==> src/hdl/hcl_pkg.sv <==
package hcl_pkg;

    // Contour interval in metres.
    localparam int unsigned LEVEL_STEP = 100;

    // Reciprocal of the interval, scaled by 2^LEVEL_SHIFT and rounded up. It is
    // exact for every magnitude below 2^16.
    localparam int unsigned LEVEL_SHIFT = 24;
    localparam int unsigned LEVEL_RECIP = ((1 << LEVEL_SHIFT) + LEVEL_STEP - 1) / LEVEL_STEP;
    localparam int unsigned PROD_W      = 16 + 18;

    // Quotient width: the largest magnitude is 32767 + 99, giving 328.
    localparam int unsigned Q_W = 9;

    localparam logic signed [15:0] LEVEL_MAX = 16'sd32767;

    localparam logic [11:0] ROW_WIDTH_RESET = 12'd1201;

    // Register index codes of the configuration port.
    localparam logic REG_ROW_WIDTH = 1'b0;

    typedef logic signed [15:0] level_t;

    // Control that travels with a pixel down the pipeline.
    typedef struct packed {
        logic valid;
        logic drawn;
        logic row_end;
    } pix_ctl_t;

    // Tint for a non-negative level of q intervals: the largest w with
    // w^5 <= 13^5 * (100 q)^2, limited to 255. From 18 intervals upwards it is 255.
    function automatic logic [7:0] tint_of(input logic [Q_W-1:0] q);
        logic [7:0] w;
        begin
            case (q)
                9'd0:    w = 8'd0;
                9'd1:    w = 8'd82;
                9'd2:    w = 8'd108;
                9'd3:    w = 8'd127;
                9'd4:    w = 8'd142;
                9'd5:    w = 8'd156;
                9'd6:    w = 8'd167;
                9'd7:    w = 8'd178;
                9'd8:    w = 8'd188;
                9'd9:    w = 8'd197;
                9'd10:   w = 8'd206;
                9'd11:   w = 8'd214;
                9'd12:   w = 8'd221;
                9'd13:   w = 8'd228;
                9'd14:   w = 8'd235;
                9'd15:   w = 8'd242;
                9'd16:   w = 8'd248;
                9'd17:   w = 8'd254;
                default: w = 8'd255;
            endcase
            return w;
        end
    endfunction

endpackage

==> src/hdl/hcl_level.sv <==
module hcl_level (
    input  logic                        clk,
    input  logic                        rst_n,
    input  logic                        load1,
    input  logic signed [15:0]          height,
    input  logic                        load2,
    output hcl_pkg::level_t             level,
    output hcl_pkg::level_t             here,
    output logic [7:0]                  tint
);
    import hcl_pkg::*;

    logic signed [16:0]  biased;
    logic                neg;
    logic [15:0]         mag;
    logic [PROD_W-1:0]   prod;
    logic [Q_W-1:0]      q_reg;
    logic                neg_reg;
    logic [15:0]         scaled;
    level_t              level_next;
    level_t              here_reg;
    logic [7:0]          tint_reg;

    // Stage 1: bias by one interval less one so truncation rounds non-negative
    // heights up, then divide the magnitude by the interval through the reciprocal.
    always_comb
    begin
        biased = 17'(height) + 17'(LEVEL_STEP - 1);
        neg    = biased[16];
        mag    = neg ? 16'(-biased) : 16'(biased);
        prod   = PROD_W'(mag) * PROD_W'(LEVEL_RECIP);
    end

    always_ff @(posedge clk)
    begin
        if (load1)
        begin
            q_reg   <= prod[LEVEL_SHIFT +: Q_W];
            neg_reg <= neg;
        end
    end

    // Stage 2: scale back up and limit to the signed range.
    always_comb
    begin
        scaled = 16'(q_reg) * 16'(LEVEL_STEP);
        if (neg_reg)
        begin
            level_next = -$signed(scaled);
        end
        else if (scaled > 16'(LEVEL_MAX))
        begin
            level_next = LEVEL_MAX;
        end
        else
        begin
            level_next = $signed(scaled);
        end
    end

    // here_reg doubles as the left neighbour level, so it is cleared at reset.
    always_ff @(posedge clk or negedge rst_n)
    begin
        if (!rst_n)
        begin
            here_reg <= '0;
        end
        else if (load2)
        begin
            here_reg <= level_next;
        end
    end

    always_ff @(posedge clk)
    begin
        if (load2)
        begin
            tint_reg <= tint_of(q_reg);
        end
    end

    assign level = level_next;
    assign here  = here_reg;
    assign tint  = tint_reg;

endmodule

==> config.mk <==
export PLATFORM = sky130hd
export DESIGN_NAME = hcl_level
export DESIGN_NICKNAME = d
export VERILOG_FILES = /design/src/hdl/hcl_pkg.sv /design/src/hdl/hcl_level.sv
export SDC_FILE = /design/constraint.sdc
export NUM_CORES = 1
export LEC_CHECK = 0
export BUFFER_PORTS_ARGS = -buffer_cell sky130_fd_sc_hd__clkbuf_2
export CORE_ASPECT_RATIO = 0.8
export CORE_MARGIN = 2
export CORE_UTILIZATION = 40
export DETAILED_ROUTE_END_ITERATION = 8
export GPL_TIMING_DRIVEN = 0
export PLACE_DENSITY = 0.55
export SYNTH_ARGS = -nofsm -noshare
export SYNTH_HDL_FRONTEND = slang
export SYNTH_SLANG_ARGS = --single-unit
==> constraint.sdc <==
create_clock -name clk -period 5.2 [get_ports clk]
set_clock_uncertainty 0.2 [all_clocks]
set_input_delay 0 -clock clk [delete_from_list [all_inputs] [get_ports clk]]
set_output_delay 0 -clock clk [all_outputs]
set_load 0.02 [all_outputs]
==> flow_metrics.env <==
export IMPL_clock_sinks=33
export IMPL_synth_common_cells="inv_1 (181), ha_1 (178), fa_1 (101)"
export IMPL_utilization_pct=52.2
export IMPL_synth_avg_cell_area_sq_um=9.58
export IMPL_timing_final_crit_period_ns=6.82
export IMPL_arrival_ns=6.65
export IMPL_vias_per_cell=5.02
export IMPL_crit_buf_inv=6
export IMPL_violations="negative setup slack"
export IMPL_dp_hpwl_um=16400
export IMPL_port_buffers=54
export IMPL_post_synth_top_count_cell="inv_1"
export IMPL_status="finished with violations"
export IMPL_async_flop_share_pct=45.5
export IMPL_ys_seq_area_share_pct=11.0
export IMPL_vias=6456
export IMPL_grt_max_degree=16
export IMPL_pin_count=60
export IMPL_drc=0
export IMPL_yosys_warnings=0
export IMPL_hp_class="in -> reg"
export IMPL_yosys_area_top_type="ha_1"
export IMPL_drtIter0Drc=263
export IMPL_synth_area_leaders="ha_1 (27%), fa_1 (24%), inv_1 (8.1%)"
export IMPL_clockBufferDepth=2
export IMPL_die_w_um=166
export IMPL_htreeDepth=2
export IMPL_syn2layout_area_growth_pct=28.8
export IMPL_synth_seq_cells=33
export IMPL_hold_depth=5
export IMPL_rsz0062_at_grt="yes"
export IMPL_path_clk_slew_ns=0.05
export IMPL_worst_slack_ns=-1.62
export IMPL_critPathRequiredTime_ns=5.02
export IMPL_nets=1315
export IMPL_grt_remaining_overflow=0
export IMPL_cts_root_buf="clkbuf_16"
export IMPL_rows=47
export IMPL_final_period_utilization_pct=131
export IMPL_hp_start="height[15]"
export IMPL_synth_edf_count=18
export IMPL_cp_depth=27
export IMPL_synth_top_cell_area_share_pct=26.7
export IMPL_wl_um=20300
export IMPL_rr_worst_depth=13
export IMPL_startpoint_type="primary input"
export IMPL_fmax_mhz=147
export IMPL_grtUsageTotal_pct=18.5
export IMPL_final_hold_violation_count=0
export IMPL_crit_family="adder cells"
export IMPL_crit_type="in -> reg"
export IMPL_diodes=0
export IMPL_cp_max_fo=7
export IMPL_synth_flop_cell="edfxtp_1"
export IMPL_maxCapViolCount=0
export IMPL_core_sq_mm=0.0206
export IMPL_crit_path_max_incr_delay_ns=0.61
export IMPL_slew_viol_final=0
export IMPL_grt_pass1_wl_um=32400
export IMPL_start_util_pct=40.6
export IMPL_regToRegSetupSlack_ns=0.59
export IMPL_timing_rr_end="here[7]$_DFFE_PN0P_"
export IMPL_drive_above_1_share_pct=29.4
export IMPL_cts_tree="done"
export IMPL_die_area_sq_mm=0.0220
export IMPL_gp_congestion=0.865
export IMPL_yosysUniqueCellTypes=75
export IMPL_cts_buffers=5
export IMPL_grt_pass1_vias=6245
export IMPL_mappedNetlistArea_sq_mm=0.00835
export IMPL_final_antenna_net_count=0
export IMPL_worstMarginPinSlew_ns=0.760
export IMPL_setup_violations=9
export IMPL_antenna_found_initial=0
export IMPL_cp_end_kind="flop"
export IMPL_crit_slowest_cell="fa_2"
export IMPL_slew_limit_headroom_pct=48.9
export IMPL_synthCells=871
export IMPL_first_pass_iters=4
export IMPL_largest_register_ffs=15
export IMPL_synth_fp_nets=1170
export IMPL_min_to="neg_reg$_DFFE_PP_"
export IMPL_die_h_um=133
export IMPL_wl_per_cell_um=15.8
export IMPL_clock_latency_ns=0.28
export IMPL_crit_top_cell="ha_4"
export IMPL_rr_startpoint="q_reg[4]$_DFFE_PP_"
area by class of cell:
class	count	area, sq um
fillers	1868	9830
multi-input cells	635	7570
repair buffers	137	951
flip-flops and latches	33	916
inverters	184	721
well taps	269	337
clock buffers	6	129
plain buffers	19	106
clock inverters	2	10.0
repair inverters	1	8.76
layer usage:
layer	share of wire (%)	wire [um]	up-vias	global-route usage (%)
li1	-	-	3207	-
met1	55	11100	3146	31.2
met3	3.0	616	5	2.02
met5	0	0	-	0
met4	0.25	51	0	1.48
met2	42	8510	98	25.7
worst register-to-register path, delay by kind of cell, from the launching register on:
family | cells | cell delay [ns]
AOI/OAI and AO/OA | 5 | 1.20
buffers and inverters | 2 | 0.09
adders and majority gates | 4 | 1.48
and+or+nand+nor | 1 | 0.65
muxes | 1 | 0.31
DFF | 1 | 0.56
cells by family after synthesis:
logic type	share of synthesized area, %
muxes	2.49
DFF	11.0
and+or+nand+nor	10.5
xor gates and xnor gates	5.67
buffers and inverters	9.28
adders and majority gates	50.9
AOI/OAI and AO/OA	10.2
per-stage QoR:
| stage | setup WS [ns] | std cells | TNS, ns | hold slack, ns | cell area, sq um |
|---|---|---|---|---|---|
| floorplan | -1.36 | 871 | -11.32 | -0.496 | 8640 |
| global placement | -2.56 | 1194 | -21.61 | -0.255 | 9250 |
| detailed placement | -2.56 | 1194 | -21.82 | -0.251 | 9250 |
| CTS | -1.71 | 1253 | -14.38 | 0.0846 | 10100 |
| global route | -1.87 | 1286 | -15.32 | 0.302 | 10800 |
| finish | -1.62 | 1286 | -13.33 | 0.289 | 10800 |
worst max path at each step:
| stage | start | endpoint | slack (ns) |
|---|---|---|---|
| 2_1_floorplan | height[0] | q_reg[8]$_DFFE_PP_ | -1.36 |
| 4_1_cts | height[0] | q_reg[8]$_DFFE_PP_ | -1.71 |
| 3_3_place_gp | height[5] | q_reg[6]$_DFFE_PP_ | -2.56 |
| 5_1_grt | height[0] | q_reg[8]$_DFFE_PP_ | -1.87 |
| 6_report | height[0] | q_reg[8]$_DFFE_PP_ | -1.62 |
| 3_5_place_dp | height[5] | q_reg[6]$_DFFE_PP_ | -2.56 |
timing repair:
item                       CTS  global route
hold buffers                 4             0
setup endpoints to repair    9             9
gates cloned                 0             1
gates resized for setup     61            72
hold endpoints to repair    33             0
setup buffers               47            33
pin swaps                   57            59
cell usage in the layout (no fill, tap or decap), types with 10 or more instances in the layout:
cell      netlist  routed
clkbuf_2        0      52
ha_4            0      17
nand2_1        41      31
nor3_1         19      15
edfxtp_1       18      18
mux2_2         12      12
a21oi_1        24      17
xnor2_1        31      20
ha_1          178     158
nand3_1        11      10
inv_1         181     168
xor2_1         23      17
clkbuf_1       10      10
fa_1          101      85
buf_4           2      75
fa_2            0      16
o21ai_0        16      15
dfrtp_1        15      15
inv_2           3      10
nor2_1         32      26
Power is not shown: default switching activity piles up to over one toggle a cycle in this logic, so the estimate is an artifact.
